File: src/design/hrlp_pkg.sv
// ----------------------------------------------------------------------------
// hrlp_pkg
// Shared types, character codes and literal tables for the request parser.
// ----------------------------------------------------------------------------
`default_nettype none

package hrlp_pkg;

   // verdict codes
   localparam logic [1:0] VERDICT_MORE = 2'd0;
   localparam logic [1:0] VERDICT_DONE = 2'd1;
   localparam logic [1:0] VERDICT_BAD  = 2'd2;

   // byte tag codes
   localparam logic [1:0] TAG_OTHER = 2'd0;
   localparam logic [1:0] TAG_URL   = 2'd1;
   localparam logic [1:0] TAG_HOST  = 2'd2;

   // request line field phases
   localparam logic [2:0] RQ_METHOD  = 3'd0;
   localparam logic [2:0] RQ_GAP1    = 3'd1;
   localparam logic [2:0] RQ_URL     = 3'd2;
   localparam logic [2:0] RQ_GAP2    = 3'd3;
   localparam logic [2:0] RQ_VERSION = 3'd4;

   // header line field phases
   localparam logic [2:0] HD_START = 3'd0;
   localparam logic [2:0] HD_NAME  = 3'd1;
   localparam logic [2:0] HD_GAP   = 3'd2;
   localparam logic [2:0] HD_VALUE = 3'd3;
   localparam logic [2:0] HD_OTHER = 3'd4;

   // URL prefix phases
   localparam logic [1:0] URL_NONE   = 2'd0;
   localparam logic [1:0] URL_SCHEME = 2'd1;
   localparam logic [1:0] URL_HOST   = 2'd2;
   localparam logic [1:0] URL_PATH   = 2'd3;

   // literal lengths
   localparam logic [3:0] LEN_GET  = 4'd3;
   localparam logic [3:0] LEN_VER  = 4'd8;
   localparam logic [3:0] LEN_HTTP = 4'd7;
   localparam logic [3:0] LEN_HOST = 4'd5;

   // characters
   localparam logic [7:0] CH_CR    = 8'h0D;
   localparam logic [7:0] CH_LF    = 8'h0A;
   localparam logic [7:0] CH_SP    = 8'h20;
   localparam logic [7:0] CH_TAB   = 8'h09;
   localparam logic [7:0] CH_SLASH = 8'h2F;
   localparam logic [7:0] CH_H     = 8'h68;

   typedef struct packed {
      logic       in_headers;
      logic [2:0] field_phase;
      logic [3:0] match_position;
      logic       after_cr;
      logic       still_matches;
      logic [1:0] url_phase;
   } parse_state_type;

   typedef struct packed {
      logic [1:0] verdict;
      logic [1:0] byte_tag;
   } step_result_type;

   localparam parse_state_type RESET_STATE = '{
      in_headers:     1'b0,
      field_phase:    3'd0,
      match_position: 4'd0,
      after_cr:       1'b0,
      still_matches:  1'b1,
      url_phase:      2'd0
   };

   function automatic logic [7:0] to_lower(input logic [7:0] c);
      logic [7:0] r;
      r = c;
      if (c >= 8'h41 && c <= 8'h5A) begin
         r = c + 8'd32;
      end
      return r;
   endfunction

   function automatic logic [7:0] lit_get(input logic [1:0] idx);
      logic [7:0] r;
      case (idx)
         2'd0:    r = 8'h67; // g
         2'd1:    r = 8'h65; // e
         2'd2:    r = 8'h74; // t
         default: r = 8'h00;
      endcase
      return r;
   endfunction

   function automatic logic [7:0] lit_ver(input logic [2:0] idx);
      logic [7:0] r;
      case (idx)
         3'd0:    r = 8'h68; // h
         3'd1:    r = 8'h74; // t
         3'd2:    r = 8'h74; // t
         3'd3:    r = 8'h70; // p
         3'd4:    r = 8'h2F; // /
         3'd5:    r = 8'h31; // 1
         3'd6:    r = 8'h2E; // .
         default: r = 8'h31; // 1
      endcase
      return r;
   endfunction

   function automatic logic [7:0] lit_http(input logic [2:0] idx);
      logic [7:0] r;
      case (idx)
         3'd0:    r = 8'h68; // h
         3'd1:    r = 8'h74; // t
         3'd2:    r = 8'h74; // t
         3'd3:    r = 8'h70; // p
         3'd4:    r = 8'h3A; // :
         3'd5:    r = 8'h2F; // /
         3'd6:    r = 8'h2F; // /
         default: r = 8'h00;
      endcase
      return r;
   endfunction

   function automatic logic [7:0] lit_host(input logic [2:0] idx);
      logic [7:0] r;
      case (idx)
         3'd0:    r = 8'h68; // h
         3'd1:    r = 8'h6F; // o
         3'd2:    r = 8'h73; // s
         3'd3:    r = 8'h74; // t
         3'd4:    r = 8'h3A; // :
         default: r = 8'h00;
      endcase
      return r;
   endfunction

endpackage

`default_nettype wire

File: src/design/hrlp_step.sv
// ----------------------------------------------------------------------------
// hrlp_step
// Next-state and result logic for one byte of the request stream.
// ----------------------------------------------------------------------------
`default_nettype none

module hrlp_step (
   input  wire logic [7:0]               data_byte,
   input  wire hrlp_pkg::parse_state_type cur_state,
   output hrlp_pkg::parse_state_type     nxt_state,
   output hrlp_pkg::step_result_type     result
);

   logic [7:0] lc;
   logic       gap;
   logic       do_url;
   logic       do_ver;

   always_comb begin
      lc     = hrlp_pkg::to_lower(data_byte);
      gap    = (data_byte == hrlp_pkg::CH_SP) || (data_byte == hrlp_pkg::CH_TAB);
      do_url = 1'b0;
      do_ver = 1'b0;
      nxt_state       = cur_state;
      result.verdict  = hrlp_pkg::VERDICT_MORE;
      result.byte_tag = hrlp_pkg::TAG_OTHER;

      if (cur_state.after_cr) begin
         nxt_state.after_cr = 1'b0;
         if (data_byte == hrlp_pkg::CH_LF) begin
            if (!cur_state.in_headers) begin
               if (cur_state.still_matches && cur_state.field_phase == hrlp_pkg::RQ_VERSION &&
                   cur_state.match_position == hrlp_pkg::LEN_VER) begin
                  nxt_state            = hrlp_pkg::RESET_STATE;
                  nxt_state.in_headers = 1'b1;
               end else begin
                  nxt_state      = hrlp_pkg::RESET_STATE;
                  result.verdict = hrlp_pkg::VERDICT_BAD;
               end
            end else if (cur_state.field_phase == hrlp_pkg::HD_START) begin
               nxt_state      = hrlp_pkg::RESET_STATE;
               result.verdict = hrlp_pkg::VERDICT_DONE;
            end else begin
               nxt_state.field_phase    = hrlp_pkg::HD_START;
               nxt_state.match_position = 4'd0;
            end
         end else begin
            nxt_state      = hrlp_pkg::RESET_STATE;
            result.verdict = hrlp_pkg::VERDICT_BAD;
         end
      end else if (data_byte == hrlp_pkg::CH_CR) begin
         nxt_state.after_cr = 1'b1;
      end else if (data_byte == hrlp_pkg::CH_LF) begin
         nxt_state      = hrlp_pkg::RESET_STATE;
         result.verdict = hrlp_pkg::VERDICT_BAD;
      end else if (cur_state.in_headers) begin
         if (nxt_state.field_phase == hrlp_pkg::HD_START) begin
            nxt_state.field_phase    = hrlp_pkg::HD_NAME;
            nxt_state.match_position = 4'd0;
         end
         case (nxt_state.field_phase)
            hrlp_pkg::HD_NAME: begin
               if (nxt_state.match_position < hrlp_pkg::LEN_HOST &&
                   lc == hrlp_pkg::lit_host(nxt_state.match_position[2:0])) begin
                  nxt_state.match_position = nxt_state.match_position + 4'd1;
                  if (nxt_state.match_position == hrlp_pkg::LEN_HOST) begin
                     nxt_state.field_phase = hrlp_pkg::HD_GAP;
                  end
               end else begin
                  nxt_state.field_phase = hrlp_pkg::HD_OTHER;
               end
            end
            hrlp_pkg::HD_GAP: begin
               if (!gap) begin
                  nxt_state.field_phase = hrlp_pkg::HD_VALUE;
                  result.byte_tag       = hrlp_pkg::TAG_HOST;
               end
            end
            hrlp_pkg::HD_VALUE: begin
               result.byte_tag = hrlp_pkg::TAG_HOST;
            end
            default: begin
            end
         endcase
      end else begin
         case (cur_state.field_phase)
            hrlp_pkg::RQ_METHOD: begin
               if (gap) begin
                  if (cur_state.match_position != hrlp_pkg::LEN_GET) begin
                     nxt_state.still_matches = 1'b0;
                  end
                  nxt_state.field_phase    = hrlp_pkg::RQ_GAP1;
                  nxt_state.match_position = 4'd0;
               end else if (cur_state.match_position < hrlp_pkg::LEN_GET &&
                            lc == hrlp_pkg::lit_get(cur_state.match_position[1:0])) begin
                  nxt_state.match_position = cur_state.match_position + 4'd1;
               end else begin
                  nxt_state.still_matches = 1'b0;
               end
            end
            hrlp_pkg::RQ_GAP1: begin
               if (!gap) begin
                  nxt_state.field_phase    = hrlp_pkg::RQ_URL;
                  nxt_state.match_position = 4'd0;
                  do_url                   = 1'b1;
               end
            end
            hrlp_pkg::RQ_URL: begin
               if (gap) begin
                  if (cur_state.url_phase != hrlp_pkg::URL_PATH) begin
                     nxt_state.still_matches = 1'b0;
                  end
                  nxt_state.field_phase    = hrlp_pkg::RQ_GAP2;
                  nxt_state.match_position = 4'd0;
               end else begin
                  do_url = 1'b1;
               end
            end
            hrlp_pkg::RQ_GAP2: begin
               if (!gap) begin
                  nxt_state.field_phase    = hrlp_pkg::RQ_VERSION;
                  nxt_state.match_position = 4'd0;
                  do_ver                   = 1'b1;
               end
            end
            default: begin
               do_ver = 1'b1;
            end
         endcase

         // URL byte: optional scheme and host prefix match, then path
         if (do_url && nxt_state.still_matches) begin
            case (nxt_state.url_phase)
               hrlp_pkg::URL_NONE: begin
                  if (data_byte == hrlp_pkg::CH_SLASH) begin
                     nxt_state.url_phase = hrlp_pkg::URL_PATH;
                     result.byte_tag     = hrlp_pkg::TAG_URL;
                  end else if (lc == hrlp_pkg::CH_H) begin
                     nxt_state.url_phase      = hrlp_pkg::URL_SCHEME;
                     nxt_state.match_position = 4'd1;
                  end else begin
                     nxt_state.still_matches = 1'b0;
                  end
               end
               hrlp_pkg::URL_SCHEME: begin
                  if (nxt_state.match_position < hrlp_pkg::LEN_HTTP &&
                      lc == hrlp_pkg::lit_http(nxt_state.match_position[2:0])) begin
                     nxt_state.match_position = nxt_state.match_position + 4'd1;
                     if (nxt_state.match_position == hrlp_pkg::LEN_HTTP) begin
                        nxt_state.url_phase = hrlp_pkg::URL_HOST;
                     end
                  end else begin
                     nxt_state.still_matches = 1'b0;
                  end
               end
               hrlp_pkg::URL_HOST: begin
                  if (data_byte == hrlp_pkg::CH_SLASH) begin
                     nxt_state.url_phase = hrlp_pkg::URL_PATH;
                     result.byte_tag     = hrlp_pkg::TAG_URL;
                  end
               end
               default: begin
                  result.byte_tag = hrlp_pkg::TAG_URL;
               end
            endcase
         end

         // version literal match
         if (do_ver) begin
            if (nxt_state.match_position < hrlp_pkg::LEN_VER &&
                lc == hrlp_pkg::lit_ver(nxt_state.match_position[2:0])) begin
               nxt_state.match_position = nxt_state.match_position + 4'd1;
            end else begin
               nxt_state.still_matches = 1'b0;
            end
         end
      end
   end

endmodule

`default_nettype wire

File: src/design/http_request_line_parser.sv
// Datapath: an accepted byte is held in the input register, then passes through the
//   parser into the output register, from which its result is taken.
// Throughput: one byte per cycle unless rsp_stall holds the output register full.
// Reset (synchronous, active high): empties both registers and returns the parser
//   to the start of a request line.
// ----------------------------------------------------------------------------
// http_request_line_parser
// Byte-stream HTTP GET request parser: gives a verdict and a tag for every byte.
// ----------------------------------------------------------------------------
`default_nettype none

module http_request_line_parser (
   input  wire logic       clock,
   input  wire logic       reset,
   // request byte channel
   input  wire logic       req_valid,
   output logic            req_stall,
   input  wire logic [7:0] req_data_byte,
   // result channel
   output logic            rsp_valid,
   input  wire logic       rsp_stall,
   output logic [1:0]      rsp_verdict,
   output logic [1:0]      rsp_byte_tag,
   output logic [7:0]      rsp_echo_byte
);

   // input register
   logic       in_valid_ff, in_valid_in;
   logic [7:0] in_byte_ff;

   // parse state, advanced once per byte moved into the output register
   hrlp_pkg::parse_state_type state_ff, state_in;

   // output register
   logic       out_valid_ff, out_valid_in;
   logic [1:0] out_verdict_ff;
   logic [1:0] out_tag_ff;
   logic [7:0] out_byte_ff;

   hrlp_pkg::step_result_type step_result;

   logic out_ready;
   logic advance;
   logic take_req;

   hrlp_step u_step (
      .data_byte (in_byte_ff),
      .cur_state (state_ff),
      .nxt_state (state_in),
      .result    (step_result)
   );

   // Output register can take a new item when empty or being drained this cycle.
   assign out_ready = !out_valid_ff || !rsp_stall;
   // Advance the held byte through the parser into the output register.
   assign advance   = in_valid_ff && out_ready;
   // Hold the input side only when the input register is full and cannot move on.
   assign req_stall = in_valid_ff && !out_ready;
   assign take_req  = req_valid && !req_stall;

   assign in_valid_in  = req_stall ? in_valid_ff : req_valid;
   assign out_valid_in = out_ready ? in_valid_ff : out_valid_ff;

   always_ff @(posedge clock) begin
      if (reset) begin
         in_valid_ff  <= 1'b0;
         out_valid_ff <= 1'b0;
         state_ff     <= hrlp_pkg::RESET_STATE;
      end else begin
         in_valid_ff  <= in_valid_in;
         out_valid_ff <= out_valid_in;
         if (advance) begin
            state_ff <= state_in;
         end
      end
   end

   // Payload registers: no reset needed.
   always_ff @(posedge clock) begin
      if (take_req) begin
         in_byte_ff <= req_data_byte;
      end
      if (advance) begin
         out_verdict_ff <= step_result.verdict;
         out_tag_ff     <= step_result.byte_tag;
         out_byte_ff    <= in_byte_ff;
      end
   end

   assign rsp_valid     = out_valid_ff;
   assign rsp_verdict   = out_verdict_ff;
   assign rsp_byte_tag  = out_tag_ff;
   assign rsp_echo_byte = out_byte_ff;

   // Any final verdict restarts the parser from the top of a request.
   a_restart_after_verdict : assert property (@(posedge clock) disable iff (reset)
      (advance && step_result.verdict != hrlp_pkg::VERDICT_MORE)
      |=> (state_ff == hrlp_pkg::RESET_STATE))
      else $error("parser did not restart after a verdict");

   // A final verdict is never given on a tagged byte.
   a_verdict_untagged : assert property (@(posedge clock) disable iff (reset)
      (rsp_valid && rsp_verdict != hrlp_pkg::VERDICT_MORE)
      |-> (rsp_byte_tag == hrlp_pkg::TAG_OTHER))
      else $error("tagged byte carries a final verdict");

   // Line terminators are never tagged.
   a_crlf_untagged : assert property (@(posedge clock) disable iff (reset)
      (rsp_valid && (rsp_echo_byte == hrlp_pkg::CH_CR || rsp_echo_byte == hrlp_pkg::CH_LF))
      |-> (rsp_byte_tag == hrlp_pkg::TAG_OTHER))
      else $error("CR or LF byte tagged");

   // Header phase is only reached through a valid request line.
   a_headers_valid : assert property (@(posedge clock) disable iff (reset)
      state_ff.in_headers |-> state_ff.still_matches)
      else $error("header phase entered with a bad request line");

endmodule

`default_nettype wire
File: config.mk
export PLATFORM = sky130hd
export DESIGN_NAME = http_request_line_parser
export DESIGN_NICKNAME = d
export VERILOG_FILES = /design/src/design/hrlp_pkg.sv /design/src/design/hrlp_step.sv /design/src/design/http_request_line_parser.sv
export SDC_FILE = /design/constraint.sdc
export NUM_CORES = 1
export LEC_CHECK = 0
export BUFFER_PORTS_ARGS = -buffer_cell sky130_fd_sc_hd__buf_2
export CELL_PAD_IN_SITES_DETAIL_PLACEMENT = 0
export CELL_PAD_IN_SITES_GLOBAL_PLACEMENT = 1
export CORE_MARGIN = 2
export CORE_UTILIZATION = 35
export DETAILED_ROUTE_END_ITERATION = 8
export PLACE_DENSITY = 0.65
export SLEW_MARGIN = 20
export SYNTH_ARGS = -nofsm -noshare
export SYNTH_HDL_FRONTEND = slang
export SYNTH_SLANG_ARGS = --single-unit
File: constraint.sdc
create_clock -name clock -period 12.2 [get_ports clock]
set_clock_uncertainty 0.2 [all_clocks]
set_input_delay 0.61 -clock clock [delete_from_list [all_inputs] [get_ports clock]]
set_output_delay 0.61 -clock clock [all_outputs]
set_load 0.02 [all_outputs]
; After elaboration in Yosys (flattened, before gate mapping)
; Index checks and enable logic that the tools add are counted.
[totals]
mem_count = 0
latchBits = 0
mem_bits_ro = 0
wordCells = 236
mem_bits_rw = 0
regBits = 34
in_bits = 12
[op_classes]
n_eq_ne = 52
n_reduce_logical = 39
div_mod_pow = 0
n_lt_le_gt_ge = 6
n_bitwise = 0
n_addsub = 5
n_mux = 122
shift = 0
multipliers = 0
[op_table]
columns = op, count
row1 = $mux W8, 24
row2 = $pmux W7 S5, 3
row3 = $mux W7, 14
row4 = $mux W4, 15
row5 = $mux W12, 4
row6 = $eq A8 B8 Y1, 4
row7 = $eq A3 B2 Y1 const B, 10
row8 = $mux W1, 29
row9 = $mux W2, 14
row10 = $pmux W7 S4, 1
row11 = $mux W3, 9
row12 = $eq A8 B4 Y1 const B, 3
row13 = $eq A3 B3 Y1 const B, 7
row14 = $pmux W7 S3, 1
row15 = $add A4 B1 Y4 const B, 4
row16 = $eq A8 B6 Y1 const B, 2
row17 = $ne A4 B2 Y1 const B, 4
row18 = $eq A3 B1 Y1 const B, 5
row19 = $logic_not A3 Y1, 4
row20 = $logic_and A1 B1 Y1, 11
row21 = $ne A5 B5 Y1 const B, 2
row22 = $reduce_and A10 Y1, 1
row23 = $reduce_or A2 Y1, 5
row24 = $add A8 B6 Y8 const B, 1
row25 = 33 further kinds, 47

; Longest topological paths before layout
; Gate-level depths: netlist of run 1.
[logic_depth]
ltp_word = 51
mapped_depth = 30
depth_no_buf = 30

; Hierarchy
; From an unflattened synthesis of run 1, not the netlist that was laid out.
[unflattened]
hier_cells = 436
area_unflattened_um2 = 3558.4
[modules_own_cells]
columns = mod, cells_each, area_per_inst_um2, seq_area_each_um2, instances
row1 = hrlp_step, 355, 2334.7, 0.0, 1
row2 = http_request_line_parser, 81, 1223.7, 880.8, 1

; Worst setup path before layout of run 1
; OpenSTA, ideal clock, no wires.
[synth_path]
path_kind = register to register
from = register in_byte_ff[0]
to = register state_ff[4] (netlist bit)
t_arrival_ps = 6811
setup_ps = 120
required_time_ps = 11880
path_slack_ps = 5069
path_buffers = 1
synth_period_minus_slack_ps = 7131
stages_incl_launch_ff = 29
path_cell_list = edfxtp_1 > buf_6 > or3_4 > or4_4 > a41oi_1 > o31a_1 > nor2_1 > o22ai_1 > inv_1 > ha_1 > or3_1 > nor2_1 > a311oi_1 > nor3b_1 > o211ai_2 > nor3_1 > nand2_1 > nor4_1 > nor2_1 > ha_1 > ha_1 > o31ai_1 > o31ai_1 > a2111oi_0 > nand3_1 > mux2_4 > or4b_4 > or2_1 > a211o_1
[synth_via]
elab_chain_cells = 46
elab_cells_between_ends = 103
classes_between = add/sub (3) / order compare (4) / eq/ne (22) / mux (61) / reduce/logical (13)
[synth_lines]
columns = element, line_no
row1 = "start, declared", http_request_line_parser.sv:29  ; logic [7:0] in_byte_ff;
row2 = "start signal, assigned", http_request_line_parser.sv:81  ; in_byte_ff <= req_data_byte;
row3 = $ge A8 B7 Y1 or $le A8 B7 Y1 (tied branches), hrlp_pkg.sv:79  ; if (c >= 8'h41 && c <= 8'h5A) begin
row4 = $logic_and A1 B1 Y1, hrlp_pkg.sv:79
row5 = $mux W8, hrlp_pkg.sv:79
row6 = $eq A8 B8 Y1, hrlp_step.sv:95  ; lc == hrlp_pkg::lit_get(cur_state.match_position[1:0])) begin
row7 = $logic_and A1 B1 Y1, hrlp_step.sv:94  ; end else if (cur_state.match_position < hrlp_pkg::LEN_GET &&
row8 = $mux W4, hrlp_step.sv:94
row9 = $mux W4, hrlp_step.sv:88  ; if (gap) begin
row10 = $pmux W7 S4, hrlp_step.sv:86  ; case (cur_state.field_phase)
row11 = (+30 left out), -
row12 = $eq A8 B8 Y1, hrlp_step.sv:171  ; lc == hrlp_pkg::lit_ver(nxt_state.match_position[2:0])) begin
row13 = $logic_and A1 B1 Y1, hrlp_step.sv:170  ; if (nxt_state.match_position < hrlp_pkg::LEN_VER &&
row14 = $mux W4, hrlp_step.sv:170
row15 = $mux W4, hrlp_step.sv:169  ; if (do_ver) begin
row16 = $mux W7, hrlp_step.sv:56  ; end else if (cur_state.in_headers) begin
row17 = $mux W7, hrlp_step.sv:53  ; end else if (data_byte == hrlp_pkg::CH_LF) begin
row18 = $mux W8, hrlp_step.sv:51  ; end else if (data_byte == hrlp_pkg::CH_CR) begin
row19 = $mux W12, hrlp_step.sv:28  ; if (cur_state.after_cr) begin
row20 = "end signal, assigned", http_request_line_parser.sv:68  ; state_ff <= hrlp_pkg::RESET_STATE;
row21 = "end signal, assigned", http_request_line_parser.sv:73  ; state_ff <= state_in;
row22 = "end, declared", http_request_line_parser.sv:32  ; hrlp_pkg::parse_state_type state_ff, state_in;
; Several ways; a longest one is shown, not always the timed one. The select of a mux whose other input is x is not followed.
; A chain may end at the register's enable or synchronous reset.

; Final worst setup path of run 1
; Ends and elaborated chain as after synthesis.

==> results of run 1 <==
==> cell type report <==
| cell class | count | area (µm²) |
|---|---|---|
| Clock buffer | 8 | 90.09 |
| Fill cell | 977 | 5613 |
| Inverter | 21 | 78.83 |
| Multi-Input combinational cell | 326 | 2240 |
| Sequential cell | 34 | 880.8 |
| Tap cell | 111 | 138.9 |
| Timing Repair Buffer | 29 | 155.1 |
==> layer usage <==
layer  up-vias  wire length (µm)
li1       1531                 -
met1      1469              4672
met2        89              4265
met3        18               539
met4         0               201
met5         -                 0
==> placed cells by master, fill, tap and decap left out, types with 14 or more instances in the layout <==
cell	n
a21oi_1	24
buf_2	25
dfxtp_1	14
edfxtp_1	20
ha_1	25
inv_1	20
nand2_1	29
nor2_1	53
nor3_1	14
o21ai_0	20
==> state kept, by name (all words and copies together), names as in the netlist <==
signal / flops
in_byte_ff: 8
in_valid_ff: 1
rsp_byte_tag: 2
rsp_echo_byte: 8
rsp_valid: 1
rsp_verdict: 2
state_ff: 12
==> logic make-up (layout without fill, tap and decap cells) <==
group	after synthesis	in the layout
compound gates	113	113
xor+xnor	13	13
fa+ha+maj	25	25
buf+inv	42	58
flops	34	34
mux	9	9
simple gates	166	166
==> critical path, stage by stage (launching register included) <==
cell and delay [ps]:
edfxtp_1 680, or3_4 520, or4_4 460, a41oi_1 340, o31a_1 210, nor2_1 50, o22ai_1 320, inv_1 160
ha_1 290, or3_1 430, nor2_1 130, a311oi_1 70, nor3b_1 300, o211ai_2 210, nor3_1 420, nor2_1 100
a31oi_1 150, o22ai_1 180, ha_1 260, ha_1 230, o31ai_1 200, o31ai_1 110, a2111oi_0 580, nand4_1 160
mux2_4 310, or4b_4 530, or2_1 260, a211o_1 260
==> stage by stage <==
stage,setup WS [ps],instances,cell area (µm²),util (%)
after CTS,4050,529,3583,38.97
after floorplan,5069,402,3297,-
after global routing,3237,529,3583,38.97
after global placement,4330,521,3493,37.99
final,3992,529,3583,38.97
after detailed placement,4092,521,3493,37.99
==> worst max-delay path by stage <==
stage	startpoint	slack [ps]	to	cells after the start
detailed placement	in_byte_ff[0]$_DFFE_PP_	4090	state_ff[4]$_SDFFE_PP0P_	27
global placement	in_byte_ff[0]$_DFFE_PP_	4330	state_ff[4]$_SDFFE_PP0P_	27
finish	in_byte_ff[0]$_DFFE_PP_	3990	state_ff[4]$_SDFFE_PP0P_	27
floorplan	in_byte_ff[0]$_DFFE_PP_	5070	state_ff[4]$_SDFFE_PP0P_	28
CTS	in_byte_ff[0]$_DFFE_PP_	4050	state_ff[4]$_SDFFE_PP0P_	27
global route	in_byte_ff[1]$_DFFE_PP_	3240	state_ff[5]$_SDFFE_PP0P_	27
==> power by group through the flow <==
stage / sequential, W / combinational (W) / clock (W)
2_1_floorplan: 0.000134 / 0.0000318 / 0
3_3_place_gp: 0.000139 / 0.0000425 / 0
3_5_place_dp: 0.000139 / 0.0000419 / 0
4_1_cts: 0.000136 / 0.0000423 / 0.0000914
5_1_grt: 0.000137 / 0.0000472 / 0.0000956
6_report: 0.000136 / 0.0000425 / 0.0000865
==> out/results.txt, run 1 <==
Status - complete, no violations
Post-Synthesis Cells - 402
Post-CTS Setup Inserts - 0
Core ar. - 9196 µm²
Clock share of power - 32.6%
Later-pin clock latency in the skew report - 290 ps
LEAKAGE - 1.308 nW
Iteration count of the initial detailed-routing pass - 5
Hold depth - 2
R2R Path End - state_ff[4]$_SDFFE_PP0P_
WL/cell - 18.30 µm
CTS resizes - 0
Fin crit period - 8208 ps
Compound-Gate Fraction of Synth Area - 25.20%
Synth-to-Final Area Change - 8.691%
Startpoint types - flop
Root Driver - clkbuf_8
Die area - 10210 µm²
Met2 GRT Util - 30.26%
Die Y-Extent - 101.1 µm
GRT Residual Overflow - 0
H-Tree Level Count - 2
CTS clk-pin slew, worst paths - 70 ps
Post-DP HPWL - 7.315 mm
Synth Flop Type - edfxtp_1
Port bufs - 25
Worst path required time - 12180 ps
Mapped Nets - 439
Initial Util - 35.85%
NetSw - 0.00007652 W
Internal power - 0.0001887 W
Post-Synth Adder-Cell Area - 9.488%
Reg power frac - 51.4%
Unrepaired setup endpoints after global routing - false
Peak VDD IR - 50.08 µV
Async S/R FF share, synth - 0%
Slew Viols, Final - 0
Deepest clock path buffer count - 2
WHS Endpoint - rsp_valid$_SDFFE_PP0N_
Remaining DRCs - 0
P per Cell Area - 74.03 nW/µm²
Area share of and/or/nand/nor cells after synthesis - 26.87%
Mux cell area share after synthesis - 2.922%
Distinct cells, synth - 71
Combinational family with the most area after synthesis - simple AND/OR/NAND/NOR gates
Max-Cap Viols - 0
Synth Register Bits - 34
Most numerous cell in the Yosys netlist - nor2_1
Post-route setup TNS - 0 ps
Row Count - 35
Top cell type's share of synthesized area - 18.22%
Vias per std cell - 5.873
Worst hold slack - 288.3 ps
Initial antenna violation count - 0
Hold Path Class - flop to flop
Fraction of layout cells with a size suffix above 1 - 13.88%
# clock sinks - 34
Met1 GRT Util - 27.72%
Worst slew pin tran - 760.6 ps
Critical Path Sink Type - flop
Reg2Reg Depth - 27
CTS tree - done
Commonest cells post-synth - nor2_1, nand2_1, ha_1, a21oi_1
Post-synth EDFFs - 20
Hold wc startpoint - in_valid_ff$_SDFFE_PP0N_
Vias in the first global route - 2900
Switching Share - 28.85%
Slew HR - 49.19%
Post-DRT Antenna Nets - 0
GRT Total Usage - 19.90%
Routed wire length - 9.679 mm
Total Power - 0.0002653 W
Worst reg2reg path startpoint - in_byte_ff[0]$_DFFE_PP_
Avg Inst Size Synth - 8.201 µm²
Antenna diode count - 0
Sequential area share after synthesis - 26.72%
Fmax - 121.8 MHz
Cell accounting for the most synthesized area - edfxtp_1
Comb pwr share - 16.0%
Netlist Area Pre-Place - 3297 µm²
Vias - 3107
Hold Vio Cnt, Final - 0
Chip Width - 101.1 µm
Num CTS Buffers - 5
Placer Congestion - 0.8721
Synth top area cells - edfxtp_1, ha_1, dfxtp_1
Layout net count - 454
Tcrit/Tclk final - 67.28%
Initial drt markers - 167
CP arrival - 8190 ps
R2R setup slack - 3990 ps
Synth warn - 0
CTS Hold Bufs - 0
Largest net degree at the start of global routing - 23
Peak-usage layer in the global routing report - met2
IO Pins - 26
WS Path Type - flop to flop
Xor/xnor share of the synthesized area - 3.454%
Crit-path max FO - 19
Routing usage on met3 - 4.854%
Setup-failing EPs final - 0
First-pass GRT wire length - 15.58 mm
(Power assumes the default switching activity.)
==> run 2, diff against run 1 <==
--- a/config.mk
+++ b/config.mk
@@ -5,13 +5,14 @@
 export SDC_FILE = /design/constraint.sdc
 export NUM_CORES = 1
 export LEC_CHECK = 0
+export ABC_AREA = 1
 export BUFFER_PORTS_ARGS = -buffer_cell sky130_fd_sc_hd__buf_2
 export CELL_PAD_IN_SITES_DETAIL_PLACEMENT = 0
 export CELL_PAD_IN_SITES_GLOBAL_PLACEMENT = 1
 export CORE_MARGIN = 2
 export CORE_UTILIZATION = 35
 export DETAILED_ROUTE_END_ITERATION = 8
-export PLACE_DENSITY = 0.65
+export PLACE_DENSITY = 0.68
 export SLEW_MARGIN = 20
 export SYNTH_ARGS = -nofsm -noshare
 export SYNTH_HDL_FRONTEND = slang
==> constraint.sdc (replaced) <==
create_clock -name clock -period 8.2 [get_ports clock]
set_clock_uncertainty 0.2 [all_clocks]
set_input_delay 0.41 -clock clock [delete_from_list [all_inputs] [get_ports clock]]
set_output_delay 0.41 -clock clock [all_outputs]
set_load 0.02 [all_outputs]
==> out/results.txt, run 2 <==
Post-DP HPWL - 7.577 mm
Iteration count of the initial detailed-routing pass - 5
Layout net count - 530
Post-synth EDFFs - 20
Unrepaired setup endpoints after global routing - false
Synth Flop Type - edfxtp_1
Vias in the first global route - 2902
Cell accounting for the most synthesized area - edfxtp_1
Synth warn - 0
WL/cell - 15.54 µm
Startpoint types - flop
CP Launch Point - in_byte_ff[2]$_DFFE_PP_
Worst Setup EP - state_ff[2]$_SDFFE_PP1P_
CTS Hold Bufs - 0
GRT Residual Overflow - 0
Hold Vio Cnt, Final - 0
CTS clk-pin slew, worst paths - 90 ps
P per Cell Area - 126.3 nW/µm²
Remaining DRCs - 0
Fraction of layout cells with a size suffix above 1 - 16.19%
Crit-path max FO - 7
Root Driver - clkbuf_8
Fin crit period - 6113 ps
Initial Util - 36.44%
Tcrit/Tclk final - 74.55%
Reg2Reg Depth - 40
Die area - 9903 µm²
Worst path required time - 8260 ps
Deepest clock path buffer count - 2
Setup-failing EPs final - 0
Chip Width - 99.52 µm
Initial antenna violation count - 0
Synth top area cells - edfxtp_1, nand2_1, ha_1
Max FFs per register - 12
Mapped Nets - 501
Synth Register Bits - 34
Largest net degree at the start of global routing - 15
Critical Path Most Common Cell - nand2_1
Filler cell count in the final layout - 952
Vias - 3104
Distinct cells, synth - 43
Vias per std cell - 5.156
CP arrival - 6170 ps
Worst hold slack - 72.42 ps
Sequential area share after synthesis - 27.59%
Hold Path Class - input port to flop
Async S/R FF share, synth - 0%
Core ar. - 8763 µm²
CTS resizes - 0
Placer Congestion - 0.9495
Avg Inst Size Synth - 6.882 µm²
R2R setup slack - 2090 ps
Post-Synthesis Cells - 464
Initial drt markers - 207
CTS tree - done
Synth-to-Final Area Change - 12.11%
H-Tree Level Count - 2
Commonest non-fill, non-tap cell in the layout - nand2_1
Antenna diode count - 0
Status - complete, no violations
Post-DRT Antenna Nets - 0
Slew HR - 44.07%
IO Pins - 26
LEAKAGE - 1.651 nW
Pre-CTS setup slack - 2127 ps
Post-route setup TNS - 0 ps
# clock sinks - 34
Final setup margin - 2087 ps
Most numerous cell in the Yosys netlist - nand2_1
Leading cell types in the layout, fill and taps excluded - nand2_1, inv_1, nor2_1
Fmax - 163.6 MHz
Slew Viols, Final - 0
Routed wire length - 9.357 mm
Commonest cells post-synth - nand2_1, inv_1, nor2_1, nand3_1, o21ai_0
Max-Cap Viols - 0
Post-CTS Setup Inserts - 0
Netlist Area Pre-Place - 3193 µm²
Worst reg2reg path startpoint - in_byte_ff[2]$_DFFE_PP_
GRT Total Usage - 19.39%
Die Y-Extent - 99.52 µm
Peak VDD IR - 73.02 µV
Row Count - 34
Slowest-stage cell, CP - edfxtp_1
Critical Path Sink Type - flop
Biggest register - state_ff
Later-pin clock latency in the skew report - 300 ps
WS Path Type - flop to flop
Top cell type's share of synthesized area - 18.81%
Num CTS Buffers - 5
First-pass GRT wire length - 15.01 mm
Worst slew pin tran - 830.1 ps
Port bufs - 25
R2R Path End - state_ff[2]$_SDFFE_PP1P_
Max incr delay on CP - 560 ps
run 2: layer usage:
metal | vias up | share of wire [%] | track usage, %
met5 | - | 0 | 0
met4 | 0 | 1.5 | 4.110
met3 | 11 | 4.8 | 3.514
met2 | 68 | 45 | 30.46
met1 | 1429 | 49 | 27.87
li1 | 1596 | - | -
run 2: where the power goes:
group | internal (W) | total, W | leakage, nW | switching (W)
logic | 0.0000182 | 0.0000590 | 1.28 | 0.0000408
registers | 0.000188 | 0.000196 | 0.307 | 0.00000743
clock network | 0.000122 | 0.000198 | 0.0683 | 0.0000757
run 2: final cells by class:
class	count	area, µm²	share of cell area (%)
tap	108	135.1	3.775
multi-input combinational	349	2004	55.99
clock inverter	3	68.82	1.922
sequential	34	880.8	24.61
timing repair buffer	26	132.6	3.705
clock buffer	5	68.82	1.922
inverter	77	289.0	8.074
run 2: worst min path at each step:
stage | startpoint | end | slack [ps] | cells after the start
floorplan | state_ff[7]$_SDFFE_PP0P_ | state_ff[7]$_SDFFE_PP0P_ | 230 | 2
global placement | state_ff[3]$_SDFFE_PP0P_ | state_ff[3]$_SDFFE_PP0P_ | 250 | 1
detailed placement | state_ff[3]$_SDFFE_PP0P_ | state_ff[3]$_SDFFE_PP0P_ | 260 | 1
CTS | req_data_byte[2] | in_byte_ff[2]$_DFFE_PP_ | 80 | 1
global route | req_data_byte[6] | in_byte_ff[6]$_DFFE_PP_ | 70 | 1
finish | req_data_byte[2] | in_byte_ff[2]$_DFFE_PP_ | 70 | 1
run 2: cells by family (layout without fill, tap and decap cells):
logic type,count (synthesis),count (layout),share of synthesized area (%)
flops,34,34,27.59
fa+ha+maj,25,25,9.796
compound gates,71,71,13.21
buf+inv,81,111,9.640
xor+xnor,8,8,2.194
simple gates,245,245,37.58
run 2: per-stage QoR:
step	power, W	area [µm²]	cells	utilization [%]
after floorplan	0.0002385	3193	464	-
after global placement	0.0002575	3442	594	39.28
after detailed placement	0.0002579	3442	594	39.28
after CTS	0.0004546	3580	602	40.85
after global routing	0.0004696	3580	602	40.85
final	0.0004522	3580	602	40.85
run 2: critical path: cells and delay by family (launching register included):
kind / cells / cell delay (ps)
AND/OR/NAND/NOR: 26 / 3110
buffers and inverters: 5 / 790
AO/OA/AOI/OAI: 6 / 750
flip-flops: 1 / 560
adder cells (fa/ha/maj): 2 / 490
XOR/XNOR: 1 / 150
==> run 3, diff against run 2 <==
==> constraint.sdc (replaced) <==
create_clock -name clock -period 5.8 [get_ports clock]
set_clock_uncertainty 0.2 [all_clocks]
set_input_delay 0.29 -clock clock [delete_from_list [all_inputs] [get_ports clock]]
set_output_delay 0.29 -clock clock [all_outputs]
set_load 0.02 [all_outputs]
==> out/results.txt, run 3 (same netlist as run 2, synthesis figures left out) <==
Layout net count - 573
Initial antenna violation count - 0
H-Tree Level Count - 2
Largest net degree at the start of global routing - 15
Initial drt markers - 151
Port bufs - 25
P per Cell Area - 144.6 nW/µm²
Antenna diode count - 0
Vias per std cell - 5.152
Leading cell types in the layout, fill and taps excluded - nand2_1, inv_1, nor2_1
Hold Path Class - input port to flop
IO Pins - 26
Slew Viols, Final - 0
Met2 GRT Util - 31.70%
Critical Path Sink Type - flop
Initial Util - 36.44%
Fraction of layout cells with a size suffix above 1 - 24.39%
Vias in the first global route - 3108
Worst slew pin tran - 911.4 ps
Peak VDD IR - 113.3 µV
Synth-to-Final Area Change - 23.20%
WL/cell - 15.00 µm
Critical Path Most Common Cell - nand2_1
Placer Congestion - 0.9012
Met1 GRT Util - 29.18%
CTS tree - done
Max incr delay on CP - 510 ps
WS Path Type - flop to flop
Later-pin clock latency in the skew report - 300 ps
Layout Cells excl Fill - 645
First-pass GRT wire length - 15.84 mm
Hold Vio Cnt, Final - 0
Chip Width - 99.52 µm
Core ar. - 8763 µm²
Setup-failing EPs final - 0
Slew HR - 38.60%
# clock sinks - 34
Root Driver - clkbuf_8
DP Cell Count - 615
Die Y-Extent - 99.52 µm
Peak-usage layer in the global routing report - met2
Max-Cap Viols - 0
Iteration count of the initial detailed-routing pass - 5
Row Count - 34
Commonest non-fill, non-tap cell in the layout - nand2_1
Worst path required time - 5800 ps
Post-DP HPWL - 7.882 mm
Die area - 9903 µm²
Slowest-stage cell, CP - or4_1
Vias - 3323
Deepest clock path buffer count - 2
Remaining DRCs - 0
Routed wire length - 9.672 mm
Max FFs per register - 12
Num CTS Buffers - 5
CP arrival - 5400 ps
Tcrit/Tclk final - 93.11%
LEAKAGE - 1.842 nW
Biggest register - state_ff
CP Buf/Inv Count - 4
Startpoint types - flop
CTS clk-pin slew, worst paths - 70 ps
Fin crit period - 5400 ps
GRT Residual Overflow - 0
Crit-path max FO - 6
GRT Total Usage - 20.23%
Status - complete, no violations
Final Core Density - 44.89%
Routing usage on met3 - 2.389%
Post-DRT Antenna Nets - 0
Filler cell count in the final layout - 921
Largest delay share family, worst path - simple AND/OR/NAND/NOR gates
Fmax - 185.2 MHz
==> run 3: cell types whose count changed in the layout (fill, tap and decap cells not counted), moves of 3 or more <==
| cell | previous run | this run |
|---|---|---|
| inv_2 | 7 | 10 |
| o21ai_0 | 27 | 24 |
| ha_1 | 25 | 22 |
| ha_2 | 0 | 3 |
| nor2_1 | 50 | 47 |
| inv_1 | 69 | 65 |
| nor2_2 | 3 | 6 |
| buf_4 | 1 | 34 |
| dlygate4sd3_1 | 0 | 8 |
==> run 3: routing by layer <==
metal  wire length [µm]  vias to the layer above
met2               4358                       74
met1               4761                     1552
li1                   -                     1685
met4                169                        0
met3                383                       12
met5                  0                        -
==> run 3: worst paths after layout <==
check	to	cells after the start	slack [ps]	start
setup reg to reg	state_ff[5]$_SDFFE_PP0P_	38	400	in_byte_ff[2]$_DFFE_PP_
hold / removal	in_valid_ff$_SDFFE_PP0N_	3	60	req_valid
setup / recovery	state_ff[5]$_SDFFE_PP0P_	38	400	in_byte_ff[2]$_DFFE_PP_
hold reg to reg	state_ff[3]$_SDFFE_PP0P_	1	270	state_ff[3]$_SDFFE_PP0P_
==> run 3: layout make-up <==
cell class	instances	area [µm²]	share of cell area [%]
multi-input combinational	349	2048	52.07
sequential	34	882.1	22.42
timing repair buffer	69	483.0	12.28
clock buffer	7	86.33	2.195
tap	108	135.1	3.435
clock inverter	1	5.005	0.1272
inverter	77	294.0	7.475
==> run 3: metrics by stage <==
stage	worst slack (ps)	power [W]	hold slack (ps)	TNS [ps]	instance area (µm²)
after floorplan	633.6	0.0003371	188.9	0	3193
after global placement	0.2447	0.0003708	240.8	0	3600
after detailed placement	-24.59	0.0003706	249.1	-45.86	3600
after CTS	39.57	0.0005634	58.53	0	3771
after global routing	-21.04	0.0005930	76.16	-21.04	3934
final	399.6	0.0005687	58.07	0	3934
==> run 3: worst min-delay path, stage by stage <==
cell and delay (ps):
buf_2 90, nand2_1 70, a21oi_1 50
==> run 3: where the power goes <==
part | total (W) | switching (W) | internal (W)
clock | 0.000191 | 0.0000951 | 0.0000959
combinational | 0.000104 | 0.0000648 | 0.0000393
sequential | 0.000274 | 0.00000757 | 0.000266
total | 0.000569 | 0.000167 | 0.000401
==> run 3: repair_timing <==
action | CTS | global route
hold buffers | 8 | 0
gates resized for setup | 2 | 24
setup endpoints to repair | 3 | 5
buffers inserted | 0 | 14
pin swaps | 0 | 7
endpoints found under the hold margin | 8 | 0
